`config.mk`:
```
export PLATFORM = sky130hd
export DESIGN_NAME = integer_to_radix_ascii_unit
export DESIGN_NICKNAME = d
export VERILOG_FILES = /design/src/rtl/core/itoa_pkg.sv /design/src/rtl/core/itoa_front.sv /design/src/rtl/core/itoa_div.sv /design/src/rtl/core/itoa_back.sv /design/src/rtl/core/integer_to_radix_ascii_unit.sv
export SDC_FILE = /design/constraint.sdc
export NUM_CORES = 1
export LEC_CHECK = 0
export BUFFER_PORTS_ARGS = -buffer_cell sky130_fd_sc_hd__buf_2
export CORE_MARGIN = 2
export CORE_UTILIZATION = 68
export CTS_BUF_LIST = sky130_fd_sc_hd__clkbuf_8
export DETAILED_ROUTE_END_ITERATION = 16
export GPL_ROUTABILITY_DRIVEN = 0
export PLACE_DENSITY_LB_ADDON = 0.05
export SYNTH_ARGS = -nofsm -noshare
export SYNTH_HDL_FRONTEND = slang
export SYNTH_SLANG_ARGS = --single-unit
```
`constraint.sdc`:
```
create_clock -name clk -period 37.4 [get_ports clk]
set_input_delay 7.48 -clock clk [delete_from_list [all_inputs] [get_ports clk]]
set_output_delay 7.48 -clock clk [all_outputs]
set_load 0.01 [all_outputs]
```
`src/rtl/core/itoa_pkg.sv`:
```
// ----------------------------------------------------------------------------
// itoa_pkg
// Shared types, character codes and digit glyph mapping for the
// integer to radix text converter.
// ----------------------------------------------------------------------------
package itoa_pkg;

	localparam logic [7:0] CHAR_ZERO   = 8'h30;
	localparam logic [7:0] CHAR_A      = 8'h41;
	localparam logic [7:0] CHAR_MINUS  = 8'h2D;
	localparam logic [5:0] DIGIT_TEN   = 6'd10;
	localparam logic [5:0] RADIX_MIN   = 6'd2;
	localparam logic [5:0] RADIX_MAX   = 6'd36;
	localparam logic [5:0] RADIX_RESET = 6'd10;

	// register word index, taken from paddr[2]
	localparam logic REG_RADIX = 1'b0;

	typedef struct packed {
		logic neg;
		logic zero;
	} itoa_flags_t;

	function automatic logic [7:0] glyph(input logic [5:0] d);
		logic [7:0] c;
		if (d < DIGIT_TEN) begin
			c = CHAR_ZERO + {2'b00, d};
		end else begin
			c = CHAR_A + {2'b00, d - DIGIT_TEN};
		end
		return c;
	endfunction

endpackage

```
`src/rtl/core/itoa_front.sv`:
```
// ----------------------------------------------------------------------------
// itoa_front
// Accepts input requests, splits each value into sign, zero mark and
// magnitude, and holds them in a two-entry queue for the back end.
// ----------------------------------------------------------------------------
module itoa_front
	import itoa_pkg::*;
#(
	parameter int VALUE_WIDTH = 32
) (
	input  logic                   clk,
	input  logic                   arst_n,
	input  logic                   in_valid,
	output logic                   in_stall,
	input  logic [VALUE_WIDTH-1:0] value,
	output logic                   q_valid,
	output itoa_flags_t            q_flags,
	output logic [VALUE_WIDTH-1:0] q_mag,
	input  logic                   q_pop
);

	itoa_flags_t            flags_q [2];
	logic [VALUE_WIDTH-1:0] mag_q   [2];
	logic                   wr_ptr_q;
	logic                   rd_ptr_q;
	logic [1:0]             cnt_q;

	itoa_flags_t            cls_flags;
	logic [VALUE_WIDTH-1:0] cls_mag;
	logic                   push;

	always_comb begin
		cls_flags.neg  = value[VALUE_WIDTH-1];
		cls_flags.zero = (value == '0);
		// most negative value wraps to itself, which is its exact magnitude
		cls_mag = cls_flags.neg ? VALUE_WIDTH'(-value) : value;
	end

	assign in_stall = (cnt_q == 2'd2);
	assign push     = in_valid && !in_stall;
	assign q_valid  = (cnt_q != 2'd0);
	assign q_flags  = flags_q[rd_ptr_q];
	assign q_mag    = mag_q[rd_ptr_q];

	always_ff @(posedge clk) begin
		if (push) begin
			flags_q[wr_ptr_q] <= cls_flags;
			mag_q[wr_ptr_q]   <= cls_mag;
		end
	end

	always_ff @(posedge clk or negedge arst_n) begin
		if (!arst_n) begin
			wr_ptr_q <= 1'b0;
			rd_ptr_q <= 1'b0;
			cnt_q    <= 2'd0;
		end else begin
			if (push) begin
				wr_ptr_q <= !wr_ptr_q;
			end
			if (q_pop) begin
				rd_ptr_q <= !rd_ptr_q;
			end
			unique case ({push, q_pop})
				2'b10:   cnt_q <= cnt_q + 2'd1;
				2'b01:   cnt_q <= cnt_q - 2'd1;
				default: cnt_q <= cnt_q;
			endcase
		end
	end

endmodule

```
`src/rtl/core/itoa_div.sv`:
```
// ----------------------------------------------------------------------------
// itoa_div
// Iterative divider of the magnitude by the base: eight restoring steps
// per cycle, MSB first. The quotient replaces the dividend in the shift
// register; the remainder stays below the base and fits six bits.
// ----------------------------------------------------------------------------
module itoa_div
	import itoa_pkg::*;
#(
	parameter int VALUE_WIDTH = 32
) (
	input  logic                   clk,
	input  logic                   arst_n,
	input  logic                   start,
	input  logic [VALUE_WIDTH-1:0] dividend,
	input  logic [5:0]             divisor,
	output logic                   done,
	output logic [VALUE_WIDTH-1:0] quot,
	output logic [5:0]             rem
);

	localparam int STEP  = 8;
	localparam int CYC   = (VALUE_WIDTH + STEP - 1) / STEP;
	localparam int PAD_W = CYC * STEP;
	localparam int CNT_W = (CYC > 1) ? $clog2(CYC) : 1;

	logic [PAD_W-1:0] sh_q;
	logic [5:0]       rem_q;
	logic [5:0]       d_q;
	logic [CNT_W-1:0] cnt_q;
	logic             busy_q;
	logic             done_q;

	logic [5:0]      r_next;
	logic [STEP-1:0] qbits;

	always_comb begin
		logic [6:0] t;
		logic [5:0] r;
		r = rem_q;
		qbits = '0;
		for (int j = 0; j < STEP; j++) begin
			t = {r, sh_q[PAD_W-1-j]};
			if (t >= {1'b0, d_q}) begin
				r = 6'(t - {1'b0, d_q});
				qbits[STEP-1-j] = 1'b1;
			end else begin
				r = t[5:0];
			end
		end
		r_next = r;
	end

	always_ff @(posedge clk or negedge arst_n) begin
		if (!arst_n) begin
			busy_q <= 1'b0;
			done_q <= 1'b0;
			cnt_q  <= '0;
		end else begin
			done_q <= 1'b0;
			if (start) begin
				busy_q <= 1'b1;
				cnt_q  <= CNT_W'(CYC - 1);
			end else if (busy_q) begin
				cnt_q <= cnt_q - CNT_W'(1);
				if (cnt_q == '0) begin
					busy_q <= 1'b0;
					done_q <= 1'b1;
				end
			end
		end
	end

	always_ff @(posedge clk) begin
		if (start) begin
			sh_q  <= PAD_W'(dividend);
			rem_q <= '0;
			d_q   <= divisor;
		end else if (busy_q) begin
			// shift the new quotient bits in at the bottom
			sh_q  <= PAD_W'({sh_q, qbits});
			rem_q <= r_next;
		end
	end

	assign done = done_q;
	assign quot = sh_q[VALUE_WIDTH-1:0];
	assign rem  = rem_q;

endmodule

```
`src/rtl/core/itoa_back.sv`:
```
// ----------------------------------------------------------------------------
// itoa_back
// Takes classified values from the queue, drives the divider, keeps the
// digits in a small store and sends the text out MSB first through an
// output register.
// ----------------------------------------------------------------------------
module itoa_back
	import itoa_pkg::*;
#(
	parameter int DIGIT_DEPTH = 32,
	parameter int VALUE_WIDTH = 32
) (
	input  logic                   clk,
	input  logic                   arst_n,
	input  logic [5:0]             base,
	input  logic                   q_valid,
	input  itoa_flags_t            q_flags,
	input  logic [VALUE_WIDTH-1:0] q_mag,
	output logic                   q_pop,
	output logic                   div_start,
	output logic [VALUE_WIDTH-1:0] div_dividend,
	output logic [5:0]             div_divisor,
	input  logic                   div_done,
	input  logic [VALUE_WIDTH-1:0] div_quot,
	input  logic [5:0]             div_rem,
	output logic                   out_valid,
	input  logic                   out_stall,
	output logic [7:0]             char_code,
	output logic                   last_char
);

	localparam int IDX_W = $clog2(DIGIT_DEPTH);
	localparam logic [IDX_W-1:0] LAST_IDX = IDX_W'(DIGIT_DEPTH - 1);

	typedef enum logic [2:0] {
		S_IDLE,
		S_DIV,
		S_ZERO,
		S_SIGN,
		S_READ,
		S_EMIT
	} state_t;

	state_t           state_q;
	logic [IDX_W-1:0] cnt_q;
	logic [IDX_W-1:0] idx_q;
	logic             neg_q;
	logic             ovalid_q;
	logic [7:0]       char_q;
	logic             last_q;

	logic [5:0] mem [DIGIT_DEPTH];
	logic [5:0] rd_q;

	logic out_free;
	logic emit_now;
	logic div_stop;
	logic wr_en;

	assign out_free = !ovalid_q || !out_stall;
	assign emit_now = (state_q == S_ZERO) || (state_q == S_SIGN) || (state_q == S_EMIT);
	assign q_pop    = (state_q == S_IDLE) && q_valid;
	assign div_stop = (div_quot == '0) || (cnt_q == LAST_IDX);
	assign wr_en    = (state_q == S_DIV) && div_done;

	assign div_start    = (q_pop && !q_flags.zero) || (wr_en && !div_stop);
	assign div_dividend = (state_q == S_IDLE) ? q_mag : div_quot;
	assign div_divisor  = base;

	always_ff @(posedge clk) begin
		if (wr_en) begin
			mem[cnt_q] <= div_rem;
		end
		rd_q <= mem[idx_q];
	end

	always_ff @(posedge clk or negedge arst_n) begin
		if (!arst_n) begin
			state_q  <= S_IDLE;
			cnt_q    <= '0;
			idx_q    <= '0;
			neg_q    <= 1'b0;
			ovalid_q <= 1'b0;
			char_q   <= '0;
			last_q   <= 1'b0;
		end else begin
			// load a new character or drop the one just taken
			if (out_free) begin
				ovalid_q <= emit_now;
			end
			unique case (state_q)
				S_IDLE: begin
					if (q_valid) begin
						neg_q   <= q_flags.neg;
						cnt_q   <= '0;
						state_q <= q_flags.zero ? S_ZERO : S_DIV;
					end
				end
				S_DIV: begin
					if (div_done) begin
						if (div_stop) begin
							idx_q   <= cnt_q;
							state_q <= neg_q ? S_SIGN : S_READ;
						end else begin
							cnt_q <= cnt_q + IDX_W'(1);
						end
					end
				end
				S_ZERO: begin
					if (out_free) begin
						char_q   <= CHAR_ZERO;
						last_q   <= 1'b1;
						state_q  <= S_IDLE;
					end
				end
				S_SIGN: begin
					if (out_free) begin
						char_q   <= CHAR_MINUS;
						last_q   <= 1'b0;
						state_q  <= S_READ;
					end
				end
				S_READ: begin
					// store read lands in rd_q at this edge
					state_q <= S_EMIT;
				end
				S_EMIT: begin
					if (out_free) begin
						char_q   <= glyph(rd_q);
						last_q   <= (idx_q == '0);
						if (idx_q == '0) begin
							state_q <= S_IDLE;
						end else begin
							idx_q   <= idx_q - IDX_W'(1);
							state_q <= S_READ;
						end
					end
				end
				default: state_q <= S_IDLE;
			endcase
		end
	end

	assign out_valid = ovalid_q;
	assign char_code = char_q;
	assign last_char = last_q;

endmodule

```
`src/rtl/core/integer_to_radix_ascii_unit.sv`:
```
// ----------------------------------------------------------------------------
// integer_to_radix_ascii_unit
// Signed integer to ASCII text in a programmable base, one character per
// output request, most significant digit first.
// ----------------------------------------------------------------------------
// Each input value becomes its text in base radix (register 0, reset 10,
// values below 2 act as 2 and above 36 as 36): an optional '-', then the
// digits of the magnitude, with last_char set on the final character; zero
// gives a single '0'. The digits come from repeated division by the base in
// the shared divider, which retires eight quotient bits per cycle; the digit
// store is read one entry per character. A two-entry queue takes new values
// while the current one is still being converted.
// ----------------------------------------------------------------------------
module integer_to_radix_ascii_unit
	import itoa_pkg::*;
#(
	parameter int DIGIT_DEPTH = 32,
	parameter int VALUE_WIDTH = 32
) (
	input  logic                          clk,
	input  logic                          arst_n,
	input  logic                          psel,
	input  logic                          penable,
	input  logic                          pwrite,
	input  logic [2:0]                    paddr,
	input  logic [31:0]                   pwdata,
	output logic [31:0]                   prdata,
	output logic                          pready,
	input  logic                          in_valid,
	output logic                          in_stall,
	input  logic signed [VALUE_WIDTH-1:0] value,
	output logic                          out_valid,
	input  logic                          out_stall,
	output logic [7:0]                    char_code,
	output logic                          last_char
);

	logic [5:0] radix_q;
	logic [5:0] base;

	logic                   q_valid;
	itoa_flags_t            q_flags;
	logic [VALUE_WIDTH-1:0] q_mag;
	logic                   q_pop;

	logic                   div_start;
	logic [VALUE_WIDTH-1:0] div_dividend;
	logic [5:0]             div_divisor;
	logic                   div_done;
	logic [VALUE_WIDTH-1:0] div_quot;
	logic [5:0]             div_rem;

	assign pready = 1'b1;
	assign prdata = (paddr[2] == REG_RADIX) ? {26'b0, radix_q} : 32'b0;

	always_ff @(posedge clk or negedge arst_n) begin
		if (!arst_n) begin
			radix_q <= RADIX_RESET;
		end else if (psel && penable && pwrite && pready && (paddr[2] == REG_RADIX)) begin
			radix_q <= pwdata[5:0];
		end
	end

	// saturate the base into the supported range
	always_comb begin
		priority if (radix_q < RADIX_MIN) begin
			base = RADIX_MIN;
		end else if (radix_q > RADIX_MAX) begin
			base = RADIX_MAX;
		end else begin
			base = radix_q;
		end
	end

	itoa_front #(
		.VALUE_WIDTH(VALUE_WIDTH)
	) u_front (
		.clk     (clk),
		.arst_n  (arst_n),
		.in_valid(in_valid),
		.in_stall(in_stall),
		.value   (value),
		.q_valid (q_valid),
		.q_flags (q_flags),
		.q_mag   (q_mag),
		.q_pop   (q_pop)
	);

	itoa_div #(
		.VALUE_WIDTH(VALUE_WIDTH)
	) u_div (
		.clk     (clk),
		.arst_n  (arst_n),
		.start   (div_start),
		.dividend(div_dividend),
		.divisor (div_divisor),
		.done    (div_done),
		.quot    (div_quot),
		.rem     (div_rem)
	);

	itoa_back #(
		.DIGIT_DEPTH(DIGIT_DEPTH),
		.VALUE_WIDTH(VALUE_WIDTH)
	) u_back (
		.clk         (clk),
		.arst_n      (arst_n),
		.base        (base),
		.q_valid     (q_valid),
		.q_flags     (q_flags),
		.q_mag       (q_mag),
		.q_pop       (q_pop),
		.div_start   (div_start),
		.div_dividend(div_dividend),
		.div_divisor (div_divisor),
		.div_done    (div_done),
		.div_quot    (div_quot),
		.div_rem     (div_rem),
		.out_valid   (out_valid),
		.out_stall   (out_stall),
		.char_code   (char_code),
		.last_char   (last_char)
	);

	a_pop_needs_entry: assert property (@(posedge clk) disable iff (!arst_n)
		q_pop |-> q_valid)
		else $error("queue popped while empty");

	a_pop_spaced: assert property (@(posedge clk) disable iff (!arst_n)
		q_pop |=> !q_pop)
		else $error("back end popped two requests in a row");

	a_full_not_empty: assert property (@(posedge clk) disable iff (!arst_n)
		in_stall |-> q_valid)
		else $error("queue stalls input while empty");

	a_no_start_during_div: assert property (@(posedge clk) disable iff (!arst_n)
		div_start |=> !div_done)
		else $error("divider reported done right after a start");

endmodule

```
# Word-level counts from Yosys, hierarchy flattened
# Memory sizes are Yosys's and may differ from the RTL's. A register that Yosys moved wholly into a read port is not among the register bits.
# Cells that the tools add are included.
# totals
regBits,82
mem_bits_rw,260
inputBits,74
word_cells,169
n_memories,3
# mem_list
name,depth,word_bits,rd,rd_clocked_by_memory_dff,wr,line_no,rtl
u_back.mem,32,6,1,1,1,itoa_back.sv:52,logic [5:0] mem [DIGIT_DEPTH];
u_front.mag_q,2,32,1,0,1,itoa_front.sv:23,logic [VALUE_WIDTH-1:0] mag_q [2];
u_front.flags_q,2,2,1,0,1,itoa_front.sv:22,itoa_flags_t flags_q [2];
# op_classes
n_addsub,17
magnitude_cmp,11
eq_ne,18
muxes,63
bitwise_logic,1
reduce_logical,38
# ops
cell,n
$mux W32,4
$logic_not A32 Y1,2
$mux W6,10
$ge A7 B6 Y1,8
$sub A6 B6 Y6,8
$mux W5,7
$mux W8,4
$neg A32 Y32,1
$mux W3,8
$pmux W8 S3,1
$mux W1,21
$pmux W5 S2,2
$pmux W3 S6,1
$ne A2 B1 Y1 const B,6
$reduce_bool A2 Y1,5
$add A7 B6 Y8 const A,1
$logic_and A1 B1 Y1,8
$reduce_and A4 Y1,2
$add A6 B6 Y7 const A,1
$logic_not A1 Y1,7
$eq A3 B2 Y1 const B,2
$eq A3 B3 Y1 const B,2
$gt A6 B6 Y1 const B,1
$lt A6 B2 Y1 const B,1
24 further kinds,35

# Logic depth before layout (Yosys ltp)
# logic_depth
ltp_word,18
ltp_mapped,79

# By module
# Synthesis repeated with hierarchy kept, for this count alone.
# hier_totals
hier_cells,1378
hier_area_um2,18694.2
# by_module_without_submodules
mod,n_inst,cells_each,area_per_inst_um2,seq_area_each_um2
itoa_back,1,603,9938.3,6486.2
itoa_div,1,496,4857.2,1361.3
itoa_front,1,220,3329.4,2142.1
integer_to_radix_ascii_unit,1,59,569.3,152.6

# Least setup slack after synthesis
# Ideal clock, no wire load.
# synth_path
path_type,register to register
start,register u_div.d_q[1]
end,register u_div.rem_q[0] (netlist: u_div.rem[0])
setup_ps,122
t_arrival_ps,15091
required_ps,37278
setup_slack_ps,22187
stages_incl_launch_ff,75
n_path_buf,2
cell_sequence,edfxtp_1 > inv_1 > ha_1 > nand3_1 > nor2_1 > or3_1 > nor2_2 > mux2_2 > ha_1 > or2_1 > o221a_2 > o22ai_1 > o311ai_1 > nand2_1 > a21boi_0 > ha_1 > nor2b_1 > o31a_1 > (+39 left out) > nand2b_1 > a31o_2 > a21o_1 > a21o_1 > a21oi_1 > o221a_1 > and2_1 > buf_6 > mux2i_1 > ha_1 > a21o_1 > a21o_1 > a21o_1 > a21o_1 > a211o_1 > a211oi_4 > nor4_1 > a311o_1
# synth_via
elab_chain_cells,16
elab_cells_between_ends,23
# synth_lines
item,line_no,rtl
start: declaration,itoa_div.sv:29,logic [5:0] d_q;
start signal: assignment,itoa_div.sv:78,d_q <= divisor;
$sub A6 B6 Y6 / $ge A7 B6 Y1 (equally long branches),"itoa_div.sv:45, itoa_div.sv:44",
$mux W6,itoa_div.sv:44,"if (t >= {1'b0, d_q}) begin"
$sub A6 B6 Y6 / $ge A7 B6 Y1 (equally long branches),"itoa_div.sv:45, itoa_div.sv:44",
$mux W6,itoa_div.sv:44,
$sub A6 B6 Y6 / $ge A7 B6 Y1 (equally long branches),"itoa_div.sv:45, itoa_div.sv:44",
$mux W6,itoa_div.sv:44,
$sub A6 B6 Y6 / $ge A7 B6 Y1 (equally long branches),"itoa_div.sv:45, itoa_div.sv:44",
$mux W6,itoa_div.sv:44,
$sub A6 B6 Y6 / $ge A7 B6 Y1 (equally long branches),"itoa_div.sv:45, itoa_div.sv:44",
$mux W6,itoa_div.sv:44,
$ge A7 B6 Y1 / $sub A6 B6 Y6 (equally long branches),"itoa_div.sv:44, itoa_div.sv:45",
$mux W6,itoa_div.sv:44,
$sub A6 B6 Y6 / $ge A7 B6 Y1 (equally long branches),"itoa_div.sv:45, itoa_div.sv:44",
$mux W6,itoa_div.sv:44,
$ge A7 B6 Y1 *,itoa_div.sv:44,
$mux W6 *,itoa_div.sv:44,
end signal: assignment,itoa_div.sv:82,rem_q <= r_next;
end: declaration,itoa_div.sv:28,logic [5:0] rem_q;
# Mark *: on every way between the ends. The rest lies on a longest branch, timed or not.
# A chain may end at the register's enable or synchronous reset.

# Worst setup path in the final report
# Ends and elaborated chain as after synthesis.

==> results.sh <==
export IMPL_grt_usage=0.2773
export IMPL_grt_busiest_layer="met2"
export IMPL_syn_to_final_growth_pct=9.233
export IMPL_cp_common_cell="ha_1"
export IMPL_slew_headroom=0.1881
export IMPL_drc=0
export IMPL_row_count=58
export IMPL_drt_initial_drc_count=899
export IMPL_yosysWarnings=0
export IMPL_grt_max_degree=76
export IMPL_synth_seq_area_share=0.5807
export IMPL_cp_end_kind="flop"
export IMPL_fin_worst_skew_ps=30.19
export IMPL_drtPass1Iterations=5
export IMPL_hold_buffers=0
export IMPL_dp_hpwl_um=24690
export IMPL_totalNegativeSetupSlack_ps=0
export IMPL_grt_util_met2=0.4717
export IMPL_cts_buffers=54
export IMPL_async_flop_share=0.1092
export IMPL_max_stage_delay_ps=750
export IMPL_crit_type="flop to flop"
export IMPL_min_path_type="flop to flop"
export IMPL_viasPerCell=6.110
export IMPL_slew_violations=0
export IMPL_coreArea_um2=25180
export IMPL_ys_seq_elements=348
export IMPL_yosysTopAreaCellShare=0.5123
export IMPL_antenna_found_initial=0
export IMPL_tritoncts="done"
export IMPL_crit_buf_inv=4
export IMPL_portBuffers=62
export IMPL_cts_sinks=348
export IMPL_ioPinCount=118
export IMPL_yosys_top_cells_count="298 x edfxtp_1, 82 x nand2_1, 82 x nor2_1, 82 x o21ai_0, 61 x ha_1"
export IMPL_syn_avg_cell_area_um2=13.55
export IMPL_hold_violations=0
export IMPL_startpoint_type="flop"
export IMPL_whs_ps=483.2
export IMPL_status="complete, no violations"
export IMPL_worst_ep_arrival_time_ps=19080
export IMPL_first_global_vias=10800
export IMPL_max_freq_mhz=53.66
export IMPL_postCtsSetupRepairBufs=0
export IMPL_fin_crit_sh=0.4983
export IMPL_start_util=0.6936
export IMPL_dieHeight_um=164.3
export IMPL_crit_path_max_fanout=10
export IMPL_clk_latency_ps=590
export IMPL_use_met3=0.03939
export IMPL_synth_area_leaders="edfxtp_1 51%, mux4_2 7.7%, dfrtp_1 5.2%"
export IMPL_root_buffer="clkbuf_8"
export IMPL_fp_dieW_um=164.3
export IMPL_tightest_slew_ps=1218
export IMPL_fin_nets=1515
export IMPL_yosys_cell_types_count=81
export IMPL_cts_clk_slew_worst_paths_ps=60
export IMPL_cp_data_required_time_ps=37840
export IMPL_cts_resized=0
export IMPL_yosysTopAreaCell="edfxtp_1"
export IMPL_gr_usage_met1=0.3682
export IMPL_die_area_um2=26980
export IMPL_maxCapViolCount=0
export IMPL_clk_path_buf_depth=3
export IMPL_synth_edff_count=298
export IMPL_ant_nets=0
export IMPL_overflow=0
export IMPL_antenna_cells=0
export IMPL_rsz0062_at_grt="no"
export IMPL_setup_viol=0
export IMPL_synthCells=1289
export IMPL_synth_main_ff_cell="edfxtp_1"
export IMPL_yosysMostFrequentCell="edfxtp_1"
export IMPL_slowest_stage="edfxtp_1"
export IMPL_syn_area_um2=17470
export IMPL_critical_path_top_delay_family="compound AO/OA/AOI/OAI gates"
export IMPL_drive_gt1_frac=0.1894
export IMPL_grt_pass1_wl_um=57150
export IMPL_drt_total_wl_um=36100
export IMPL_avgRoutedWirePerCell_um=20.68
export IMPL_dr_total_vias=10660
export IMPL_final_min_clock_period_ps=18640
export IMPL_cts_htree_levels=2
## routing by layer
layer | vias up | part of all wire
met5 | - | 0
met4 | 0 | 0.033
met3 | 77 | 0.047
met2 | 311 | 0.50
met1 | 5253 | 0.42
li1 | 5021 | -
## worst paths after layout
check	from	to	slack, ps	cells past startpoint
setup / recovery	u_div.d_q[1]	u_div.rem[0]	18760	74
hold / removal	u_back.char_code[1]	u_back.char_code[1]	480	2
setup reg to reg	u_div.d_q[1]	u_div.rem[0]	18760	74
hold reg to reg	u_back.char_code[1]	u_back.char_code[1]	480	2
max in group asynchronous	arst_n	u_front.rd_ptr_q	29700	1
min in group asynchronous	arst_n	u_back.idx_q[3]	7040	1
## cells by family after synthesis
group	share of synthesized area
buffers and inverters	0.03424
other	0.0004300
AO/OA/AOI/OAI	0.09241
XOR/XNOR	0.03460
multiplexers	0.1225
adder cells (fa/ha/maj)	0.05344
flip-flops	0.5807
AND/OR/NAND/NOR	0.08173
## final cells by class
| cell class | instances | area (um2) |
|---|---|---|
| clock buffer | 61 | 839.6 |
| clock inverter | 38 | 222.7 |
| fill | 1589 | 6102 |
| multi-input combinational | 838 | 6844 |
| sequential | 348 | 10150 |
| inverter | 55 | 206.4 |
| tap | 330 | 412.9 |
| timing repair buffer | 75 | 407.9 |
## layout by cell type, fill, tap and decap left out, types with 11 or more instances in the layout
cell type  netlist  final
edfxtp_1       298    298
a21oi_1         52     50
clkinv_2         0     12
nand2b_1        17     17
dfxtp_1         12     12
clkinv_1         0     11
xnor2_1         56     56
a21o_1          20     20
buf_2            1     62
mux2_2          30     30
dfrtp_1         36     33
inv_1           55     67
nor2_1          82     81
o21ai_0         82     82
buf_4           27     13
nor4_1          14     13
nand2_1         82     82
nor2b_1         27     27
mux4_2          60     60
conb_1           2     27
nand3_1         14     14
mux2i_1         45     45
clkbuf_8         0     61
xor2_1          13     13
ha_1            61     61
## sequential cells by signal, summed over array words and instances, names as in the netlist
signal            flops
u_div.d_q             6
u_back.mem          192
radix_q               6
u_back.state_q        3
u_back.last_char      1
u_back.rd_q           6
u_back.cnt_q          5
u_div.quot           32
u_back.idx_q          5
u_front.cnt_q         2
u_div.cnt_q           2
u_front.wr_ptr_q      1
u_front.mag_q        64
u_front.rd_ptr_q      1
u_div.done            1
u_front.flags_q       4
u_back.neg_q          1
u_back.out_valid      1
u_div.busy_q          1
u_back.char_code      8
u_div.rem             6
## stage by stage
step	setup slack [ps]	std cells	area [um2]	util
floorplan	22190	1314	17560	-
global placement	19170	1646	18020	0.7155
detailed placement	18940	1646	18020	0.7155
CTS	18850	1745	19080	0.7577
global route	17330	1745	19080	0.7577
finish	18760	1745	19080	0.7577
## worst register-to-register path, delay by kind of cell, from the launching register on
family / cells / cell delay, ps
compound gates: 39 / 9260
buf+inv: 4 / 740
simple gates: 17 / 3120
mux: 6 / 2180
flops: 1 / 750
fa+ha+maj: 8 / 2490
Power is not shown: default switching activity piles up to over one toggle a cycle in this logic, so the estimate is an artifact.
